$ cat src/rtl/ctau_pkg.sv
package ctau_pkg;

    localparam int FRAC_BITS  = 8;
    localparam int NORM_BITS  = 16;
    localparam int CMD_W      = 2;
    localparam int COMP_W     = 24;
    localparam int RANGE_W    = 23;
    localparam int WORD_W     = 32;
    localparam int ARGB_W     = 32;
    localparam int CFG_IDX_W  = 3;
    localparam int CFG_DATA_W = RANGE_W;
    localparam int LANES      = 4;
    localparam int NQ_W       = NORM_BITS + 1;
    localparam int REM_W      = RANGE_W + 1;
    localparam int DIV_STEPS  = 3;
    localparam int DIV_STAGES = (NQ_W + DIV_STEPS) / DIV_STEPS;
    localparam int DQ_W       = DIV_STAGES * DIV_STEPS;
    localparam int SH_W       = NORM_BITS - FRAC_BITS;
    localparam int UN_W       = RANGE_W + SH_W;
    localparam int KIND_W     = 3;
    localparam int SECT_W     = 3;

    localparam logic [NQ_W-1:0] ONE_N = NQ_W'(1) << NORM_BITS;

    localparam logic [CMD_W-1:0] CMD_THREE  = 2'd0;
    localparam logic [CMD_W-1:0] CMD_GRAY   = 2'd1;
    localparam logic [CMD_W-1:0] CMD_PACKED = 2'd2;

    localparam logic [CFG_IDX_W-1:0] CFG_COLOR_MODEL  = 3'd0;
    localparam logic [CFG_IDX_W-1:0] CFG_SCALE_ENABLE = 3'd1;
    localparam logic [CFG_IDX_W-1:0] CFG_RANGE_X      = 3'd2;
    localparam logic [CFG_IDX_W-1:0] CFG_RANGE_Y      = 3'd3;
    localparam logic [CFG_IDX_W-1:0] CFG_RANGE_Z      = 3'd4;
    localparam logic [CFG_IDX_W-1:0] CFG_RANGE_A      = 3'd5;

    localparam logic [RANGE_W-1:0] RANGE_RESET = 23'd65280;

    localparam int LANE_X = 0;
    localparam int LANE_Y = 1;
    localparam int LANE_Z = 2;
    localparam int LANE_A = 3;

    localparam logic [KIND_W-1:0] KIND_RGB    = 3'd0;
    localparam logic [KIND_W-1:0] KIND_HSB    = 3'd1;
    localparam logic [KIND_W-1:0] KIND_GRAY   = 3'd2;
    localparam logic [KIND_W-1:0] KIND_PACKED = 3'd3;
    localparam logic [KIND_W-1:0] KIND_PASS   = 3'd4;
    localparam logic [KIND_W-1:0] KIND_NONE   = 3'd5;

    typedef logic [LANES-1:0][RANGE_W-1:0] ranges_t;

    typedef struct packed {
        logic [KIND_W-1:0]              kind;
        logic [WORD_W-1:0]              word;
        logic [LANES-1:0][RANGE_W-1:0]  c;
    } side_t;

    typedef struct packed {
        logic [LANES-1:0][REM_W-1:0] rem;
        logic [LANES-1:0][DQ_W-1:0]  quo;
    } div_t;

    typedef struct packed {
        logic [KIND_W-1:0]            kind;
        logic [WORD_W-1:0]            word;
        logic [LANES-1:0][UN_W-1:0]   n;
    } mix_t;

    function automatic logic [7:0] chan(input logic [UN_W-1:0] n);
        logic [UN_W+7:0] m;
        logic [UN_W+7:0] sh;
        m  = {n, 8'd0} - {8'd0, n};
        sh = m >> NORM_BITS;
        if (|sh[UN_W+7:8])
        begin
            return 8'hff;
        end
        return sh[7:0];
    endfunction

endpackage

$ cat src/rtl/ctau_div_stage.sv
module ctau_div_stage (
    input  logic              clk,
    input  logic              rst_n,
    input  logic              adv,
    input  logic              valid_in,
    input  ctau_pkg::div_t    div_in,
    input  ctau_pkg::side_t   side_in,
    input  ctau_pkg::ranges_t rng,
    output logic              valid_out,
    output ctau_pkg::div_t    div_out,
    output ctau_pkg::side_t   side_out
);

    logic            valid_reg;
    ctau_pkg::div_t  div_reg;
    ctau_pkg::div_t  div_next;
    ctau_pkg::side_t side_reg;

    // restoring steps: compare, subtract, double
    always_comb
    begin
        logic [ctau_pkg::REM_W-1:0] r;
        logic [ctau_pkg::DQ_W-1:0]  q;
        logic                       bit_q;
        div_next = div_in;
        for (int l = 0; l < ctau_pkg::LANES; l++)
        begin
            r = div_in.rem[l];
            q = div_in.quo[l];
            for (int j = 0; j < ctau_pkg::DIV_STEPS; j++)
            begin
                bit_q = (r >= {1'b0, rng[l]});
                if (bit_q)
                begin
                    r = r - {1'b0, rng[l]};
                end
                r = {r[ctau_pkg::REM_W-2:0], 1'b0};
                q = {q[ctau_pkg::DQ_W-2:0], bit_q};
            end
            div_next.rem[l] = r;
            div_next.quo[l] = q;
        end
    end

    always_ff @(posedge clk or negedge rst_n)
    begin
        if (!rst_n)
        begin
            valid_reg <= 1'b0;
        end
        else if (adv)
        begin
            valid_reg <= valid_in;
        end
    end

    always_ff @(posedge clk)
    begin
        if (adv)
        begin
            div_reg  <= div_next;
            side_reg <= side_in;
        end
    end

    assign valid_out = valid_reg;
    assign div_out   = div_reg;
    assign side_out  = side_reg;

endmodule

$ cat config.mk
export PLATFORM = sky130hd
export DESIGN_NAME = ctau_div_stage
export DESIGN_NICKNAME = d
export VERILOG_FILES = /design/src/rtl/ctau_pkg.sv /design/src/rtl/ctau_div_stage.sv
export SDC_FILE = /design/constraint.sdc
export NUM_CORES = 1
export LEC_CHECK = 0
export BUFFER_PORTS_ARGS = -buffer_cell sky130_fd_sc_hd__buf_2
export CAP_MARGIN = 10
export CORE_AREA = 2 2 270 272
export DETAILED_ROUTE_END_ITERATION = 12
export DIE_AREA = 0 0 272 274
export GPL_TIMING_DRIVEN = 1
export MAX_ROUTING_LAYER = met4
export PLACE_DENSITY = 0.66
export SETUP_SLACK_MARGIN = 0.5
export SYNTH_ARGS = -nofsm -noshare
export SYNTH_HDL_FRONTEND = slang
export SYNTH_SLANG_ARGS = --single-unit
$ cat constraint.sdc
create_clock -name clk -period 1.15 [get_ports clk]
set_clock_uncertainty 0.2 [all_clocks]
set_input_delay 0.115 -clock clk [delete_from_list [all_inputs] [get_ports clk]]
set_output_delay 0.115 -clock clk [all_outputs]
set_load 0.01 [all_outputs]
==> results.sh <==
export IMPL_status="finished with violations"
export IMPL_failed_checks="negative hold slack, negative setup slack"
export IMPL_hold_violations=183
export IMPL_vias_per_cell=5.03
export IMPL_worst_ir_drop_vdd_mv=1.42
export IMPL_fp_dieW_um=272
export IMPL_finalSetupViolCount=396
export IMPL_ys_ff_latch=292
export IMPL_crit_path_frequent_cell="ha_4"
export IMPL_grt_pass1_vias=27291
export IMPL_coreArea_um2=72000
export IMPL_start_util_pct=34.2
export IMPL_tightest_slew_ps=538
export IMPL_slew_headroom_pct=63.8
export IMPL_rsz0062_at_grt="true"
export IMPL_synth_largest_area_cell="edfxtp_1"
export IMPL_die_area_um2=74500
export IMPL_htreeDepth=2
export IMPL_period_needed_ps=7490
export IMPL_drt_total_wl_mm=107
export IMPL_synth_cell_types=80
export IMPL_yosysSeqAreaShare_pct=35.6
export IMPL_cts_root_buffer="clkbuf_16"
export IMPL_p_total_mw=91.8
export IMPL_path_class="input pin to flop"
export IMPL_timing_hold_ws_ps=-408
export IMPL_grt_max_degree=32
export IMPL_areaGrowthSynthToFinish_pct=75.5
export IMPL_leakagePower_nw=21.0
export IMPL_synth_top_area_share_pct=35.5
export IMPL_place_congestion=1.00
export IMPL_synth_common_cells="edfxtp_1 (291), ha_1 (272), a21oi_1 (212)"
export IMPL_vias=27557
export IMPL_max_freq_mhz=134
export IMPL_critPathMaxFanout=8
export IMPL_wl_per_cell_um=19.6
export IMPL_first_iter_violations=1892
export IMPL_max_stage_delay_ps=470
export IMPL_drv_slew=0
export IMPL_fp_row_count=99
export IMPL_min_path_type="input pin to flop"
export IMPL_cp_arrival_ps=7580
export IMPL_layout_drive_gt1_share_pct=49.1
export IMPL_yosysWarnings=0
export IMPL_pin_count=687
export IMPL_numCtsBuffers=37
export IMPL_required_ps=1240
export IMPL_synth_ff_type="edfxtp_1"
export IMPL_ant_nets=0
export IMPL_cts_tree="built"
export IMPL_cap_violations=0
export IMPL_finalCritPeriodShare_pct=651
export IMPL_grt_overflow=0
export IMPL_slowest_stage="o41a_1"
export IMPL_fillerInstances=5812
export IMPL_dp_hpwl_mm=82.0
export IMPL_postSynthCellCount=2542
export IMPL_die_h_um=274
export IMPL_place_inst=5102
export IMPL_synth_area_um2=24600
export IMPL_worst_slack_ps=-6340
export IMPL_endpoint_kind="flop"
export IMPL_syn_avg_cell_area_um2=9.69
export IMPL_p_per_area_nw_per_um2=2120
export IMPL_yosysMostFrequentCell="edfxtp_1"
export IMPL_nNetsFinal=5146
export IMPL_async_flop_share_pct=0.342
export IMPL_antenna_found_initial=17
export IMPL_grt_usage_pct=27.4
export IMPL_port_buffers=670
export IMPL_drc_errors=0
export IMPL_clk_pin_slew_worst_paths_ps=60
export IMPL_clockBufferDepth=3
export IMPL_synth_area_leaders="edfxtp_1 (35%), ha_1 (14%), mux2_2 (5.3%)"
export IMPL_synth_edf_count=291
export IMPL_post_place_ws_ps=-7010
export IMPL_firstDrtPassIters=6
export IMPL_grt_pass1_wl_mm=154
export IMPL_start_kind="input pin"
export IMPL_worstSkewPairLatency_ps=560
export IMPL_layout_cells_non_filler=5476
export IMPL_clock_sinks=292
routing by layer:
layer | wire, um | vias to the layer above | GRT usage, %
met2 | 51600 | 1012 | 46.9
met3 | 7380 | 286 | 4.83
met5 | 0 | - | -
li1 | - | 13317 | -
met4 | 6280 | 0 | 12.5
met1 | 41800 | 12942 | 31.2
final timing paths:
kind,depth (start not counted),slack (ps),start,endpoint
worst max-delay path,37,-6340,div_in[144],div_out[157]$_DFFE_PP_
worst min-delay path,1,-410,div_in[13],div_out[16]$_DFFE_PP_
worst max register to register,2,20,valid_out$_DFFE_PN0P_,valid_out$_DFFE_PN0P_
worst min register to register,2,480,valid_out$_DFFE_PN0P_,valid_out$_DFFE_PN0P_
max in group asynchronous,2,950,rst_n,valid_out$_DFFE_PN0P_
min in group asynchronous,2,-290,rst_n,valid_out$_DFFE_PN0P_
kinds of logic after synthesis:
logic type / share of synthesized area [%]
AOI/OAI and AO/OA: 19.3
xor gates and xnor gates: 8.14
adders and majority gates: 14.5
buffers and inverters: 3.86
DFF: 35.6
muxes: 7.01
other: 0.0152
and+or+nand+nor: 11.7
repair_timing:
item | CTS | global route
pin swaps | 51 | 85
endpoints found under the setup margin | 397 | 469
buffers inserted | 76 | 38
gates cloned | 10 | 2
hold buffers | 166 | 1
gates resized for setup | 271 | 227
hold endpoints to repair | 490 | 277
cell type report:
type                       instances  area, um^2  share of cell area [%]
multi-input combinational       2014       16400                    37.9
timing repair buffer            1945       14800                    34.2
sequential                       292        8760                    20.3
tap                              959        1200                    2.77
clock buffer                      39         955                    2.21
inverter                         185         764                    1.77
clock inverter                    23         338                   0.781
antenna                           19        47.5                   0.110
critical path, delay by kind of cell:
| kind | cells | cell delay (ps) |
|---|---|---|
| and+or+nand+nor | 5 | 600 |
| AOI/OAI and AO/OA | 19 | 4200 |
| muxes | 3 | 890 |
| adders and majority gates | 4 | 1000 |
| buffers and inverters | 6 | 720 |
cell usage in the layout, fill, tap and decap left out, types with 31 or more instances in the layout:
master | Yosys | routed
a21o_1 | 81 | 81
a21oi_1 | 212 | 180
buf_2 | 10 | 589
buf_4 | 4 | 1019
buf_6 | 3 | 124
clkbuf_16 | 0 | 41
dlygate4sd3_1 | 0 | 102
dlymetal6s4s_1 | 0 | 65
edfxtp_1 | 291 | 291
ha_1 | 272 | 235
ha_4 | 0 | 33
inv_1 | 184 | 166
mux2_2 | 116 | 90
mux2_4 | 18 | 44
nand2_1 | 201 | 196
nand2b_1 | 31 | 31
nand3_1 | 40 | 38
nor2_1 | 142 | 135
nor3_1 | 60 | 57
o21ai_0 | 186 | 134
xnor2_1 | 146 | 146
xor2_1 | 83 | 83
where the power goes:
part,internal (mW),switching [mW]
sequential,15.7,1.33
clock,7.65,5.04
combinational,34.6,27.5
through the flow:
stage	setup TNS, ps	instance area, um^2	hold WS [ps]	util, %
2_1_floorplan	-615070	25500	-381	-
3_3_place_gp	-658140	37200	-309	51.7
3_5_place_dp	-671670	37200	-310	51.7
4_1_cts	-661770	42000	-445	58.4
5_1_grt	-699620	43200	-436	60.1
6_report	-662350	43200	-408	60.1
registers in the layout, indices dropped and copies added, names as in the netlist:
| signal | cells |
|---|---|
| div_out | 164 |
| side_out | 127 |
| valid_out | 1 |
Note: power is estimated with default switching activity, not from simulation.
