File: src/rtl/ctau_pkg.sv
package ctau_pkg;

    localparam int FRAC_BITS  = 8;
    localparam int NORM_BITS  = 16;
    localparam int CMD_W      = 2;
    localparam int COMP_W     = 24;
    localparam int RANGE_W    = 23;
    localparam int WORD_W     = 32;
    localparam int ARGB_W     = 32;
    localparam int CFG_IDX_W  = 3;
    localparam int CFG_DATA_W = RANGE_W;
    localparam int LANES      = 4;
    localparam int NQ_W       = NORM_BITS + 1;
    localparam int REM_W      = RANGE_W + 1;
    localparam int DIV_STEPS  = 3;
    localparam int DIV_STAGES = (NQ_W + DIV_STEPS) / DIV_STEPS;
    localparam int DQ_W       = DIV_STAGES * DIV_STEPS;
    localparam int SH_W       = NORM_BITS - FRAC_BITS;
    localparam int UN_W       = RANGE_W + SH_W;
    localparam int KIND_W     = 3;
    localparam int SECT_W     = 3;

    localparam logic [NQ_W-1:0] ONE_N = NQ_W'(1) << NORM_BITS;

    localparam logic [CMD_W-1:0] CMD_THREE  = 2'd0;
    localparam logic [CMD_W-1:0] CMD_GRAY   = 2'd1;
    localparam logic [CMD_W-1:0] CMD_PACKED = 2'd2;

    localparam logic [CFG_IDX_W-1:0] CFG_COLOR_MODEL  = 3'd0;
    localparam logic [CFG_IDX_W-1:0] CFG_SCALE_ENABLE = 3'd1;
    localparam logic [CFG_IDX_W-1:0] CFG_RANGE_X      = 3'd2;
    localparam logic [CFG_IDX_W-1:0] CFG_RANGE_Y      = 3'd3;
    localparam logic [CFG_IDX_W-1:0] CFG_RANGE_Z      = 3'd4;
    localparam logic [CFG_IDX_W-1:0] CFG_RANGE_A      = 3'd5;

    localparam logic [RANGE_W-1:0] RANGE_RESET = 23'd65280;

    localparam int LANE_X = 0;
    localparam int LANE_Y = 1;
    localparam int LANE_Z = 2;
    localparam int LANE_A = 3;

    localparam logic [KIND_W-1:0] KIND_RGB    = 3'd0;
    localparam logic [KIND_W-1:0] KIND_HSB    = 3'd1;
    localparam logic [KIND_W-1:0] KIND_GRAY   = 3'd2;
    localparam logic [KIND_W-1:0] KIND_PACKED = 3'd3;
    localparam logic [KIND_W-1:0] KIND_PASS   = 3'd4;
    localparam logic [KIND_W-1:0] KIND_NONE   = 3'd5;

    typedef logic [LANES-1:0][RANGE_W-1:0] ranges_t;

    typedef struct packed {
        logic [KIND_W-1:0]              kind;
        logic [WORD_W-1:0]              word;
        logic [LANES-1:0][RANGE_W-1:0]  c;
    } side_t;

    typedef struct packed {
        logic [LANES-1:0][REM_W-1:0] rem;
        logic [LANES-1:0][DQ_W-1:0]  quo;
    } div_t;

    typedef struct packed {
        logic [KIND_W-1:0]            kind;
        logic [WORD_W-1:0]            word;
        logic [LANES-1:0][UN_W-1:0]   n;
    } mix_t;

    function automatic logic [7:0] chan(input logic [UN_W-1:0] n);
        logic [UN_W+7:0] m;
        logic [UN_W+7:0] sh;
        m  = {n, 8'd0} - {8'd0, n};
        sh = m >> NORM_BITS;
        if (|sh[UN_W+7:8])
        begin
            return 8'hff;
        end
        return sh[7:0];
    endfunction

endpackage

File: src/rtl/ctau_hsb.sv
module ctau_hsb (
    input  logic            clk,
    input  logic            rst_n,
    input  logic            adv,
    input  logic            valid_in,
    input  ctau_pkg::mix_t  mix_in,
    output logic            valid_out,
    output ctau_pkg::mix_t  mix_out
);

    localparam int N = ctau_pkg::NORM_BITS;
    localparam int Q = ctau_pkg::NQ_W;

    logic                          s1_valid_reg;
    ctau_pkg::mix_t                s1_mix_reg;
    logic [ctau_pkg::SECT_W-1:0]   s1_sector_reg;
    logic [Q-1:0]                  s1_sf_reg;
    logic [Q-1:0]                  s1_sf1_reg;
    logic                          s2_valid_reg;
    ctau_pkg::mix_t                s2_mix_reg;

    logic [Q-1:0]       h;
    logic [Q-1:0]       s;
    logic [N+2:0]       w;
    logic [N-1:0]       f;
    logic [Q-1:0]       omf;
    logic [Q+N-1:0]     sf_prod;
    logic [2*Q-1:0]     sf1_prod;
    logic [ctau_pkg::SECT_W-1:0] sector_next;
    logic [Q-1:0]       sf_next;
    logic [Q-1:0]       sf1_next;

    // sector and fraction of the hue, and saturation times the fraction and its complement
    always_comb
    begin
        h           = mix_in.n[ctau_pkg::LANE_X][Q-1:0];
        s           = mix_in.n[ctau_pkg::LANE_Y][Q-1:0];
        w           = (N+3)'(h[N-1:0]) * (N+3)'(6);
        sector_next = w[N+2:N];
        f           = w[N-1:0];
        omf         = ctau_pkg::ONE_N - Q'(f);
        sf_prod     = s * f;
        sf1_prod    = s * omf;
        sf_next     = sf_prod[N +: Q];
        sf1_next    = sf1_prod[N +: Q];
    end

    always_ff @(posedge clk or negedge rst_n)
    begin
        if (!rst_n)
        begin
            s1_valid_reg <= 1'b0;
            s2_valid_reg <= 1'b0;
        end
        else if (adv)
        begin
            s1_valid_reg <= valid_in;
            s2_valid_reg <= s1_valid_reg;
        end
    end

    always_ff @(posedge clk)
    begin
        if (adv)
        begin
            s1_mix_reg    <= mix_in;
            s1_sector_reg <= sector_next;
            s1_sf_reg     <= sf_next;
            s1_sf1_reg    <= sf1_next;
        end
    end

    logic [Q-1:0]   v2;
    logic [Q-1:0]   s2;
    logic [2*Q-1:0] p_prod;
    logic [2*Q-1:0] q_prod;
    logic [2*Q-1:0] t_prod;
    logic [Q-1:0]   p;
    logic [Q-1:0]   qv;
    logic [Q-1:0]   t;
    ctau_pkg::mix_t mix_next;

    always_comb
    begin
        v2     = s1_mix_reg.n[ctau_pkg::LANE_Z][Q-1:0];
        s2     = s1_mix_reg.n[ctau_pkg::LANE_Y][Q-1:0];
        p_prod = v2 * (ctau_pkg::ONE_N - s2);
        q_prod = v2 * (ctau_pkg::ONE_N - s1_sf_reg);
        t_prod = v2 * (ctau_pkg::ONE_N - s1_sf1_reg);
        p      = p_prod[N +: Q];
        qv     = q_prod[N +: Q];
        t      = t_prod[N +: Q];
        mix_next = s1_mix_reg;
        if (s1_mix_reg.kind == ctau_pkg::KIND_HSB && s2 != '0)
        begin
            case (s1_sector_reg)
                3'd0:
                begin
                    mix_next.n[0] = ctau_pkg::UN_W'(v2);
                    mix_next.n[1] = ctau_pkg::UN_W'(t);
                    mix_next.n[2] = ctau_pkg::UN_W'(p);
                end
                3'd1:
                begin
                    mix_next.n[0] = ctau_pkg::UN_W'(qv);
                    mix_next.n[1] = ctau_pkg::UN_W'(v2);
                    mix_next.n[2] = ctau_pkg::UN_W'(p);
                end
                3'd2:
                begin
                    mix_next.n[0] = ctau_pkg::UN_W'(p);
                    mix_next.n[1] = ctau_pkg::UN_W'(v2);
                    mix_next.n[2] = ctau_pkg::UN_W'(t);
                end
                3'd3:
                begin
                    mix_next.n[0] = ctau_pkg::UN_W'(p);
                    mix_next.n[1] = ctau_pkg::UN_W'(qv);
                    mix_next.n[2] = ctau_pkg::UN_W'(v2);
                end
                3'd4:
                begin
                    mix_next.n[0] = ctau_pkg::UN_W'(t);
                    mix_next.n[1] = ctau_pkg::UN_W'(p);
                    mix_next.n[2] = ctau_pkg::UN_W'(v2);
                end
                default:
                begin
                    mix_next.n[0] = ctau_pkg::UN_W'(v2);
                    mix_next.n[1] = ctau_pkg::UN_W'(p);
                    mix_next.n[2] = ctau_pkg::UN_W'(qv);
                end
            endcase
        end
        else if (s1_mix_reg.kind == ctau_pkg::KIND_HSB)
        begin
            // no saturation: gray at brightness
            mix_next.n[0] = ctau_pkg::UN_W'(v2);
            mix_next.n[1] = ctau_pkg::UN_W'(v2);
            mix_next.n[2] = ctau_pkg::UN_W'(v2);
        end
    end

    always_ff @(posedge clk)
    begin
        if (adv)
        begin
            s2_mix_reg <= mix_next;
        end
    end

    assign valid_out = s2_valid_reg;
    assign mix_out   = s2_mix_reg;

endmodule

File: config.mk
export PLATFORM = sky130hd
export DESIGN_NAME = ctau_hsb
export DESIGN_NICKNAME = d
export VERILOG_FILES = /design/src/rtl/ctau_pkg.sv /design/src/rtl/ctau_hsb.sv
export SDC_FILE = /design/constraint.sdc
export NUM_CORES = 2
export LEC_CHECK = 0
export BUFFER_PORTS_ARGS = -buffer_cell sky130_fd_sc_hd__buf_2
export CAP_MARGIN = 40
export CORE_MARGIN = 2
export CORE_UTILIZATION = 40
export CTS_CLUSTER_DIAMETER = 40
export DETAILED_ROUTE_END_ITERATION = 12
export PLACE_DENSITY = 0.52
export SYNTH_ARGS = -nofsm -noshare
export SYNTH_HDL_FRONTEND = slang
export SYNTH_SLANG_ARGS = --single-unit
File: constraint.sdc
create_clock -name clk -period 8.7 [get_ports clk]
set_input_delay 1.74 -clock clk [delete_from_list [all_inputs] [get_ports clk]]
set_output_delay 1.74 -clock clk [all_outputs]
set_load 0.1 [all_outputs]
==> impl_metrics.toml <==
[job]
cap_violations = 0

[sta]
rsz0062_at_grt = "true"
min_period_over_period_pct = 107
hold_viol = 0
tns_ps = -4300
setup_viol = 14
max_slew_margin_pct = 37.8
fmax_ghz = 0.108
fin_ws_ps = -601
worst_pin_slew_ps = 933
clock_skew_ps = 71.6
drv_slew = 0
min_period_ps = 9300

[worst_setup_path]
cp_top_family = "adder cells"
reg2reg_from = "s1_sf_reg[3]"
r2r_end = "mix_out[13]"
critPathKind = "in -> reg"
cp-end-kind = "flip-flop"
ff2ff_setup_slack_ps = 220
cp_common_cell = "fa_1"
cp-start-kind = "primary input"
cpPeakStageDelay_ps = 590
cp_num_buf_inv = 5
critPathMaxFanout = 6
reg2regPathDepth = 33
cp.arrival_ps = 9640
crit_required_ps = 9040
critPathSlowestCell = "or4b_4"

[cts]
clk_path_buf_depth = 3
clk_latency_ps = 660
cts-root-buf = "clkbuf_16"
hold_buffers = 0
h-tree-depth = 2
clock_sinks = 357
clk_pin_slew_worst_paths_ps = 60
cts_made_buffers = 52
cts_tree = "built"

[synthesis]
synth_cell_type_count = 91
ys.warnings.count = 0
ys_top_cells_by_area = "fa_1 38%, edfxtp_1 18%, ha_1 12%"
synth_top_area_share_pct = 37.6
syn_avg_cell_area_sq_um = 9.75
syn-cell-area_sq_um = 59400
synth-seq-area-share_pct = 18.0
async_flop_share_pct = 0.560
synth_top_cell_by_area = "fa_1"
synthCells = 6098
syn-num-nets = 7927
synth-seq-cells = 357
synthFlopType = "edfxtp_1"
synth-edff-count = 355

[cells_and_area]
final_cell_area_sq_um = 68900
layout-drive-gt1-share_pct = 15.8
final_cell_mix = "1357 x inv_1, 1114 x fa_1, 942 x nand2_1, 545 x ha_1, 500 x and2_1"
layout.cells.most_common = "inv_1"
nets = 8479
layout.area.seq_sq_um = 10700
fillerInstances = 14200
synthToLayoutAreaGrowth_pct = 16.0
multi_input_area_sq_um = 43200
largest_reg_flops = 159

[floorplanning]
std_cell_rows = 141
dieArea_sq_um = 152000
die_h_um = 389
core_area_sq_um = 148000
die_x_um = 389
io_pins = 323
initial_core_util_pct = 40.3

[place]
place_worst_setup_slack_ps = -1320
port_buffers = 322
place_area_sq_um = 66400
place.gp.congestion = 0.933
dpl.hpwl_um = 141000

[min_path]
min-delay-start = "mix_next[124]"
hold_depth = 0
hold_class = "reg -> reg"
holdPathEnd = "mix_out[124]"

[routing]
first_pass_iters = 9
vias = 43200
drt_wl_total_um = 174000
viasPerCell = 5.01
drt_iter0_drc = 2595
drcViolationCount = 0
ant_nets = 0
avgRoutedWirePerCell_um = 20.1

[global_route]
grt-ovfl-total = 0
antenna_found_initial = 15
grt_pass1_vias = 45800
grt_start_max_net_pins = 124
grt_pass1_wl_um = 272000
grt_usage_pct = 23.3

[outcome]
violations = "negative setup slack"
status = "finished, violations left"
[cells by family (layout without fill, tap and decap cells)]
logic type / after synthesis / in the layout / synth area share, %
fa+ha+maj: 1666 / 1666 / 49.2
flops: 357 / 357 / 18.0
buf+inv: 1657 / 2250 / 10.5
compound gates: 420 / 420 / 4.80
simple gates: 1817 / 1817 / 14.8
mux: 3 / 3 / 0.0568
other cells: 0 / 6 / 0
xor+xnor: 178 / 178 / 2.65
[worst register-to-register path, delay by kind of cell (launching register included)]
kind                       cells  cell delay [ps]
adders and majority gates      7             3250
and+or+nand+nor                9             1850
AOI/OAI and AO/OA              6             1440
buffers and inverters         10             1180
DFF                            1              370
xor gates and xnor gates       1              150
[cell type report]
class,count,share of cell area (%)
antenna,6,0.0218
clock buffer,57,1.91
clock inverter,38,0.624
inverter,1362,7.42
multi-input combinational,4084,62.6
sequential,357,15.5
tap,1930,3.50
timing repair buffer,793,8.35
[how the worst max path moves through the flow]
stage	from	end	slack, ps	cells after the start
2_1_floorplan	mix_in[0]	s1_sf1_reg[16]	-820	31
3_3_place_gp	mix_in[1]	s1_sf1_reg[16]	-1280	33
3_5_place_dp	mix_in[1]	s1_sf1_reg[16]	-1320	33
4_1_cts	mix_in[6]	s1_sf1_reg[16]	-590	31
5_1_grt	mix_in[1]	s1_sf1_reg[16]	-900	33
6_report	mix_in[1]	s1_sf1_reg[16]	-600	31
[cells in the mapped netlist, drive strengths merged (7+ instances only)]
| cell | n |
|---|---|
| nand2b | 40 |
| a21oi | 105 |
| inv | 1362 |
| o21a | 16 |
| o22ai | 36 |
| nor4 | 15 |
| fa | 1116 |
| clkbuf | 279 |
| xor2 | 64 |
| a221oi | 21 |
| a31oi | 21 |
| nor2b | 39 |
| o21ai | 71 |
| a21o | 35 |
| ha | 550 |
| nand3 | 29 |
| a211oi | 14 |
| or2 | 45 |
| and3 | 10 |
| xnor2 | 114 |
| a221o | 13 |
| or4 | 9 |
| a22oi | 10 |
| o21bai | 13 |
| nor2 | 115 |
| nor3 | 28 |
| nand4 | 7 |
| and2 | 501 |
| edfxtp | 355 |
| nand2 | 947 |
| or3 | 7 |
| buf | 16 |
[through the flow]
stage | instances | util (%) | hold slack [ps]
floorplan | 6098 | - | 400
global placement | 8494 | 44.8 | 400
detailed placement | 8507 | 45.0 | 405
CTS | 8611 | 46.3 | 415
global route | 8625 | 46.7 | 416
finish | 8627 | 46.7 | 414
[routing by layer]
layer	vias to the layer above	wire, um	GRT usage [%]
met3	167	10200	3.12
li1	19600	-	-
met1	22400	78000	33.0
met5	-	44	0
met2	1010	82500	38.7
met4	6	2920	3.78
[repair_timing]
item	in CTS	in global routing
setup endpoints to repair	24	62
pin swaps	26	33
setup buffers	9	10
hold endpoints to repair	0	0
gates resized for setup	30	86
Power is left out: the tool's default activity adds up to more than one toggle a clock period on the data nets, which glitch-free logic cannot reach.
