### src/rtl/ctau_pkg.sv
package ctau_pkg;

    localparam int FRAC_BITS  = 8;
    localparam int NORM_BITS  = 16;
    localparam int CMD_W      = 2;
    localparam int COMP_W     = 24;
    localparam int RANGE_W    = 23;
    localparam int WORD_W     = 32;
    localparam int ARGB_W     = 32;
    localparam int CFG_IDX_W  = 3;
    localparam int CFG_DATA_W = RANGE_W;
    localparam int LANES      = 4;
    localparam int NQ_W       = NORM_BITS + 1;
    localparam int REM_W      = RANGE_W + 1;
    localparam int DIV_STEPS  = 3;
    localparam int DIV_STAGES = (NQ_W + DIV_STEPS) / DIV_STEPS;
    localparam int DQ_W       = DIV_STAGES * DIV_STEPS;
    localparam int SH_W       = NORM_BITS - FRAC_BITS;
    localparam int UN_W       = RANGE_W + SH_W;
    localparam int KIND_W     = 3;
    localparam int SECT_W     = 3;

    localparam logic [NQ_W-1:0] ONE_N = NQ_W'(1) << NORM_BITS;

    localparam logic [CMD_W-1:0] CMD_THREE  = 2'd0;
    localparam logic [CMD_W-1:0] CMD_GRAY   = 2'd1;
    localparam logic [CMD_W-1:0] CMD_PACKED = 2'd2;

    localparam logic [CFG_IDX_W-1:0] CFG_COLOR_MODEL  = 3'd0;
    localparam logic [CFG_IDX_W-1:0] CFG_SCALE_ENABLE = 3'd1;
    localparam logic [CFG_IDX_W-1:0] CFG_RANGE_X      = 3'd2;
    localparam logic [CFG_IDX_W-1:0] CFG_RANGE_Y      = 3'd3;
    localparam logic [CFG_IDX_W-1:0] CFG_RANGE_Z      = 3'd4;
    localparam logic [CFG_IDX_W-1:0] CFG_RANGE_A      = 3'd5;

    localparam logic [RANGE_W-1:0] RANGE_RESET = 23'd65280;

    localparam int LANE_X = 0;
    localparam int LANE_Y = 1;
    localparam int LANE_Z = 2;
    localparam int LANE_A = 3;

    localparam logic [KIND_W-1:0] KIND_RGB    = 3'd0;
    localparam logic [KIND_W-1:0] KIND_HSB    = 3'd1;
    localparam logic [KIND_W-1:0] KIND_GRAY   = 3'd2;
    localparam logic [KIND_W-1:0] KIND_PACKED = 3'd3;
    localparam logic [KIND_W-1:0] KIND_PASS   = 3'd4;
    localparam logic [KIND_W-1:0] KIND_NONE   = 3'd5;

    typedef logic [LANES-1:0][RANGE_W-1:0] ranges_t;

    typedef struct packed {
        logic [KIND_W-1:0]              kind;
        logic [WORD_W-1:0]              word;
        logic [LANES-1:0][RANGE_W-1:0]  c;
    } side_t;

    typedef struct packed {
        logic [LANES-1:0][REM_W-1:0] rem;
        logic [LANES-1:0][DQ_W-1:0]  quo;
    } div_t;

    typedef struct packed {
        logic [KIND_W-1:0]            kind;
        logic [WORD_W-1:0]            word;
        logic [LANES-1:0][UN_W-1:0]   n;
    } mix_t;

    function automatic logic [7:0] chan(input logic [UN_W-1:0] n);
        logic [UN_W+7:0] m;
        logic [UN_W+7:0] sh;
        m  = {n, 8'd0} - {8'd0, n};
        sh = m >> NORM_BITS;
        if (|sh[UN_W+7:8])
        begin
            return 8'hff;
        end
        return sh[7:0];
    endfunction

endpackage

### src/rtl/ctau_pack.sv
module ctau_pack (
    input  logic                         clk,
    input  logic                         rst_n,
    input  logic                         adv,
    input  logic                         valid_in,
    input  ctau_pkg::mix_t               mix_in,
    output logic                         out_valid,
    output logic [ctau_pkg::ARGB_W-1:0]  argb,
    output logic                         translucent
);

    localparam int N = ctau_pkg::NORM_BITS;
    localparam int Q = ctau_pkg::NQ_W;

    logic                         valid_reg;
    logic [ctau_pkg::ARGB_W-1:0]  argb_reg;
    logic [ctau_pkg::ARGB_W-1:0]  argb_next;
    logic                         translucent_reg;
    logic [7:0]                   top;
    logic [Q+7:0]                 a_prod;
    logic [7:0]                   a;
    logic [7:0]                   r;
    logic [7:0]                   g;
    logic [7:0]                   b;

    always_comb
    begin
        top    = mix_in.word[31:24];
        a_prod = top * mix_in.n[ctau_pkg::LANE_A][Q-1:0];
        a      = ctau_pkg::chan(mix_in.n[ctau_pkg::LANE_A]);
        r      = ctau_pkg::chan(mix_in.n[0]);
        g      = ctau_pkg::chan(mix_in.n[1]);
        b      = ctau_pkg::chan(mix_in.n[2]);
        case (mix_in.kind)
            ctau_pkg::KIND_PASS:   argb_next = mix_in.word;
            ctau_pkg::KIND_PACKED: argb_next = {a_prod[N +: 8], mix_in.word[23:0]};
            ctau_pkg::KIND_NONE:   argb_next = '0;
            default:               argb_next = {a, r, g, b};
        endcase
    end

    always_ff @(posedge clk or negedge rst_n)
    begin
        if (!rst_n)
        begin
            valid_reg <= 1'b0;
        end
        else if (adv)
        begin
            valid_reg <= valid_in;
        end
    end

    always_ff @(posedge clk)
    begin
        if (adv)
        begin
            argb_reg        <= argb_next;
            translucent_reg <= (argb_next[31:24] != 8'hff);
        end
    end

    assign out_valid   = valid_reg;
    assign argb        = argb_reg;
    assign translucent = translucent_reg;

    a_flag: assert property (@(posedge clk) disable iff (!rst_n)
        valid_reg |-> (translucent_reg == (argb_reg[31:24] != 8'hff)))
        else $error("translucent flag disagrees with alpha byte");

    a_pass: assert property (@(posedge clk) disable iff (!rst_n)
        (adv && valid_in && mix_in.kind == ctau_pkg::KIND_PASS)
        |=> argb_reg == $past(mix_in.word))
        else $error("opaque packed word altered");

    a_none: assert property (@(posedge clk) disable iff (!rst_n)
        (adv && valid_in && mix_in.kind == ctau_pkg::KIND_NONE)
        |=> (argb_reg == '0 && translucent_reg))
        else $error("unused command gave a colour");

endmodule

### config.mk
export PLATFORM = sky130hd
export DESIGN_NAME = ctau_pack
export DESIGN_NICKNAME = d
export VERILOG_FILES = /design/src/rtl/ctau_pkg.sv /design/src/rtl/ctau_pack.sv
export SDC_FILE = /design/constraint.sdc
export NUM_CORES = 1
export LEC_CHECK = 0
export BUFFER_PORTS_ARGS = -buffer_cell sky130_fd_sc_hd__buf_2
export CAP_MARGIN = 10
export CORE_UTILIZATION = 45
export CTS_BUF_LIST = sky130_fd_sc_hd__clkbuf_2 sky130_fd_sc_hd__clkbuf_4 sky130_fd_sc_hd__clkbuf_8
export DETAILED_ROUTE_END_ITERATION = 10
export GPL_TIMING_DRIVEN = 0
export PLACE_DENSITY = 0.64
export SETUP_SLACK_MARGIN = 0.3
export SYNTH_ARGS = -nofsm -noshare
export SYNTH_HDL_FRONTEND = slang
export SYNTH_SLANG_ARGS = --single-unit
### constraint.sdc
create_clock -name clk -period 1.29 [get_ports clk]
set_input_delay 0.258 -clock clk [delete_from_list [all_inputs] [get_ports clk]]
set_output_delay 0.258 -clock clk [all_outputs]
set_load 0.01 [all_outputs]
==> results of run 1 <==
synthesized netlist by cell type, drive strengths merged (25+ instances only):
| library cell | number | area [um2] |
|---|---|---|
| xnor2 | 31 | 279 |
| nand2 | 126 | 473 |
| and2 | 122 | 763 |
| inv | 203 | 762 |
| fa | 88 | 1760 |
| clkbuf | 30 | 113 |
| ha | 132 | 1650 |
| nor3 | 29 | 145 |
| a21o | 49 | 368 |
| nor4 | 25 | 186 |
| nor2 | 65 | 244 |
| nand4 | 30 | 188 |
| edfxtp | 33 | 991 |
| o21ai | 82 | 410 |
| a21oi | 105 | 526 |
cells by family after synthesis:
kind of cell	share of synthesized area, %
XOR/XNOR	3.91
AND/OR/NAND/NOR	23.8
flip-flops	9.29
buffers and inverters	8.13
multiplexers	1.23
AO/OA/AOI/OAI	22.4
adder cells (fa/ha/maj)	31.2
final timing paths:
path / start / to / slack (ns) / depth (start not counted)
min in group asynchronous: rst_n / out_valid$_DFFE_PN0P_ / 0.25 / 2
max in group asynchronous: rst_n / out_valid$_DFFE_PN0P_ / 0.95 / 2
min: valid_in / out_valid$_DFFE_PN0P_ / 0.19 / 2
min reg2reg: out_valid$_DFFE_PN0P_ / out_valid$_DFFE_PN0P_ / 0.60 / 2
max: mix_in[150] / translucent$_DFFE_PP_ / -4.41 / 24
max reg2reg: out_valid$_DFFE_PN0P_ / out_valid$_DFFE_PN0P_ / 0.43 / 2
through the flow:
step,area [um2],setup TNS (ns),hold slack (ns)
final,14300,-70.48,0.189
after global routing,14300,-75.20,0.188
after CTS,13900,-69.74,0.179
after floorplan,11400,-67.44,-0.0376
after detailed placement,12700,-92.81,0.0341
after global placement,12700,-91.78,0.0325
layer usage:
metal  track usage (%)  part of all wire, %
met4              6.18                  1.7
met3              3.86                  5.5
met1              35.7                   43
met5                 0                0.037
met2              49.8                   49
power groups by stage:
| stage | Sequential (mW) | Clock, mW | Combinational (mW) |
|---|---|---|---|
| 2_1_floorplan | 1.51 | 0 | 5.79 |
| 3_3_place_gp | 1.44 | 0 | 8.06 |
| 3_5_place_dp | 1.44 | 0 | 8.18 |
| 4_1_cts | 1.43 | 1.09 | 9.38 |
| 5_1_grt | 1.44 | 1.11 | 11.4 |
| 6_report | 1.43 | 1.08 | 10.2 |
final cells by class:
| class | instances | area, um2 |
|---|---|---|
| diodes | 3 | 7.51 |
| plain buffers | 33 | 270 |
| clock buffers | 5 | 68.8 |
| clock inverters | 3 | 45.0 |
| fillers | 2270 | 9400 |
| inverters | 203 | 812 |
| multi-input cells | 1144 | 10000 |
| flip-flops and latches | 34 | 1020 |
| well taps | 319 | 399 |
| repair buffers | 247 | 1660 |
repair_timing:
item,4_1_cts,5_1_grt
buffers inserted,35,15
hold endpoints to repair,1,0
setup endpoints to repair,101,67
pin swaps,51,38
gates resized for setup,194,77
hold buffers,1,0
==> results.yml, run 1 <==
status:
  run_status: "finished with violations"
  failed_checks: "negative setup slack"
final_layout:
  final_util_pct: 60.3
  largest_reg_flops: 32
  nets: 2051
  area_growth_pct: 30.5
  final_cells: 1991
  final_cell_mix: "184 x inv_1, 163 x buf_2, 125 x nand2_1"
  mostFrequentLayoutCell: "inv_1"
  drive_gt1_share_pct: 26.4
yosys:
  synth-seq-area-share_pct: 9.29
  ys.warnings.count: 0
  syn_inst: 1414
  synth_nets: 1797
  async_reset_ff_share_pct: 2.94
  ys_ff_latch: 34
  syn_avg_cell_area_um2: 7.74
  yosysUniqueCellTypes: 77
  synthesis.area_um2: 10900
  synthFlopType: "edfxtp_1"
  synth_edf_count: 33
power:
  p_per_area_nw_per_um2: 891
  internal_power_mw: 6.49
  p_switching_mw: 6.24
  share_seq_of_total_power_pct: 11.3
  peakVddDrop_uv: 1150
  power_frac_comb_pct: 80.3
  power.total_mw: 12.7
  cellLeakagePower_nw: 6.73
  clkPwrFrac_pct: 8.5
  swShare_pct: 49.0
global_routing:
  grt_pass1_wl_mm: 55.4
  grt_overflow: 0
  grt_max_degree: 35
  antenna_found_initial: 2
  grt_pass1_vias: 11236
  grtUsageTotal_pct: 28.0
critical_path:
  crit_required_ns: 1.35
  end_kind: "register"
  cp_top_family: "adder cells"
  start_kind: "input pin"
  max_stage_delay_ns: 0.55
  crit_fanout: 9
  crit_chain: "buf_6 -> clkbuf_16 -> buf_4 -> nand2_1 -> fa_1 -> inv_1 -> fa_1 -> fa_1 -> inv_1 -> fa_1 -> inv_1 -> ha_1 -> nand4_1 -> a21oi_2 -> a211oi_4 -> buf_6 -> nor2_4 -> a21o_1 -> buf_6 -> a2111oi_4 -> or3_4 -> or4_1 -> or4_1 -> a211o_1"
  cpMaxStageDelayCell: "fa_1"
  cp_num_buf_inv: 8
  critPathKind: "in2reg"
  worst_path_most_repeated_cell: "fa_1"
  cp.arrival_ns: 5.76
detailed_routing:
  postRouteWirelength_mm: 34.9
  vias: 11306
  drcViolationCount: 0
  first_pass_iters: 7
  vias_per_cell: 5.68
  wl_per_cell_um: 17.5
  ant_nets: 0
  drt_iter0_markers: 540
clocking:
  cts.path.max_buffers: 2
  cts_tree: "yes"
  cts_sinks: 34
  cts-buffers-inserted: 5
  htreeDepth: 2
  root_buffer: "clkbuf_8"
  clock_latency_ns: 0.30
  path_clk_slew_ns: 0.09
place:
  dp_cells: 1929
  place.gp.congestion: 0.951
  portBuffers: 196
  dp_hpwl_mm: 27.5
  place_ws_ns: -4.96
sta:
  worst_pin_slew_ns: 0.719
  setup_ws_ns: -4.41
  hold_viol: 0
  finalMaxSlewViolations: 0
  rsz0062_at_grt: "true"
  slew_headroom_pct: 51.7
  skew_ns: 0
  finalSetupViolations: 33
  fmax_mhz: 175
  finalCritPeriodShare_pct: 442
  period_minus_slack_ns: 5.70
die:
  rows: 56
  die_y_um: 158
  die-area_um2: 24900
  ios: 197
  core_area_um2: 23700
  start_util_pct: 46.2
  die_x_um: 158
min_path:
  hold_path_class: "in2reg"
run:
  max_cap_viol_count: 0
(Power assumes the default switching activity.)
==> run 2: changes to the inputs <==
--- a/config.mk
+++ b/config.mk
@@ -11,7 +11,7 @@
 export CTS_BUF_LIST = sky130_fd_sc_hd__clkbuf_2 sky130_fd_sc_hd__clkbuf_4 sky130_fd_sc_hd__clkbuf_8
 export DETAILED_ROUTE_END_ITERATION = 10
 export GPL_TIMING_DRIVEN = 0
-export PLACE_DENSITY = 0.64
+export PLACE_DENSITY = 0.76
 export SETUP_SLACK_MARGIN = 0.3
 export SYNTH_ARGS = -nofsm -noshare
 export SYNTH_HDL_FRONTEND = slang
==> run 2 against run 1 <==
The flow still finishes with violations (negative setup slack). Setup slack better by 0.098 ns. Critical path type unchanged. Global-route usage rose by 0.79 points. Highest routed layer is now met4. Sequential power about the same. Largest power group unchanged. Critical path depth shrank 4. Total power rose by 3.0%. Combinational power is 6% higher. Register-to-register slack better by 0.03 ns. First-iteration DRC count rose by 83%.
==> results.yml, run 2 (same netlist as run 1, synthesis figures left out) <==
status:
  run_status: "finished with violations"
  failed_checks: "negative setup slack"
final_layout:
  final_util_pct: 62.2
  multi_input_area_um2: 10300
  register_area_um2: 1020
  nets: 2073
  fillers: 1973
  area_growth_pct: 34.7
  drive_gt1_share_pct: 28.8
  mostFrequentLayoutCell: "inv_1"
  final_cells: 2011
  largest_reg_flops: 32
  final_cell_mix: "185 x inv_1, 161 x buf_2, 123 x nand2_1"
sta:
  setup_ws_ns: -4.31
  rsz0062_at_grt: "true"
  whs_ns: 0.154
  finalCritPeriodShare_pct: 434
  hold_viol: 0
  fmax_mhz: 179
  finalMaxSlewViolations: 0
  slew_headroom_pct: 47.8
  period_minus_slack_ns: 5.60
  finalSetupViolations: 33
  skew_ns: 0
  worst_pin_slew_ns: 0.772
detailed_routing:
  postRouteWirelength_mm: 37.3
  drcViolationCount: 0
  drt_iter0_markers: 987
  vias: 11919
  wl_per_cell_um: 18.5
  ant_nets: 0
  first_pass_iters: 5
  vias_per_cell: 5.93
min_path:
  hold_path_class: "in2reg"
  min-delay-start: "valid_in"
global_routing:
  grt_pass1_vias: 11697
  grt_pass1_wl_mm: 57.1
  grt_max_degree: 35
  grtUsageTotal_pct: 28.8
  grt_overflow: 0
  antenna_found_initial: 1
clocking:
  root_buffer: "clkbuf_8"
  path_clk_slew_ns: 0.09
  clock_latency_ns: 0.33
  htreeDepth: 2
  cts.path.max_buffers: 2
  cts-buffers-inserted: 5
  cts_tree: "yes"
  cts_sinks: 34
critical_path:
  start_kind: "input pin"
  rr_endpoint: "out_valid$_DFFE_PN0P_"
  crit_required_ns: 1.36
  cp.arrival_ns: 5.67
  end_kind: "register"
  r2r-start: "out_valid$_DFFE_PN0P_"
  crit_start: "mix_in[153]"
  rr_worst_depth: 1
  critPathCapture: "translucent$_DFFE_PP_"
  critPathKind: "in2reg"
  crit_fanout: 8
  r2r_slack_ns: 0.46
die:
  core_area_um2: 23700
  start_util_pct: 46.2
  ios: 197
  die-area_um2: 24900
  die_x_um: 158
  rows: 56
  die_y_um: 158
power:
  p_per_area_nw_per_um2: 889
  peakVddDrop_uv: 720
  cellLeakagePower_nw: 6.89
place:
  place.gp.congestion: 0.940
  dp_hpwl_mm: 27.1
  dp_cells: 1929
  portBuffers: 196
run:
  max_cap_viol_count: 0
==> run 2: cell types whose count changed in the layout (fill, tap and decap cells not counted), moves of 3 or more <==
cell	before	now
nor4_2	8	3
buf_6	30	52
nor4_4	5	9
and2_1	111	108
clkbuf_8	7	10
and2_4	10	13
ha_1	105	94
ha_4	21	33
==> run 2: how the worst min path moves through the flow <==
stage | cells past startpoint | slack, ns | to
finish | 2 | 0.15 | out_valid$_DFFE_PN0P_
global placement | 1 | 0.03 | out_valid$_DFFE_PN0P_
floorplan | 0 | -0.04 | out_valid$_DFFE_PN0P_
CTS | 2 | 0.15 | out_valid$_DFFE_PN0P_
detailed placement | 1 | 0.04 | out_valid$_DFFE_PN0P_
global route | 2 | 0.15 | out_valid$_DFFE_PN0P_
==> run 2: per-stage QoR <==
stage,worst slack (ns),cell area (um2),total power [mW],setup TNS (ns)
CTS,-4.24,14200,12.0,-69.40
global route,-4.44,14700,14.2,-76.07
finish,-4.31,14700,13.1,-72.97
detailed placement,-5.01,12700,9.60,-92.33
global placement,-4.99,12700,9.36,-90.64
floorplan,-4.07,11400,7.30,-67.44
==> run 2: routing by layer <==
metal	up-vias	part of all wire [%]	wire [um]	track usage, %
met3	98	6.9	2560	4.02
met5	-	0	0	0
li1	5552	-	-	-
met4	0	3.3	1220	10.5
met2	581	50	18800	51.7
met1	5688	39	14700	34.7
==> run 2: critical path: stages <==
cell	delay (ns)
buf_12	0.12
buf_8	0.12
and2_4	0.13
fa_1	0.52
fa_1	0.52
fa_1	0.50
inv_1	0.05
fa_1	0.50
inv_2	0.05
ha_4	0.22
a222oi_1	0.32
nand2_1	0.18
a211oi_4	0.34
nor3_4	0.08
nor2_2	0.14
nor2_1	0.06
or3_4	0.39
or4_1	0.51
or4_1	0.42
a211o_1	0.26
==> run 2: report_power, final <==
part	internal [mW]	switching (mW)	leakage [nW]	total, mW
registers	1.38	0.0639	0.339	1.45
clock network	0.394	0.499	0.0460	0.893
logic	4.85	5.92	6.51	10.8
total	6.62	6.48	6.89	13.1
==> run 2: area by class of cell <==
cell class	instances	area share [%]
Buffer	33	1.64
Timing Repair Buffer	269	13.1
Inverter	203	5.49
Clock buffer	6	0.518
Clock inverter	2	0.0594
Sequential cell	34	6.89
Multi-Input combinational cell	1144	69.6
Tap cell	319	2.71
Antenna cell	1	0.0170
==> run 2: what timing repair did <==
action	in CTS	in global routing
hold endpoints to repair	1	0
setup endpoints to repair	101	67
buffers inserted	50	22
pin swaps	62	47
hold buffers	1	0
gates resized for setup	226	93
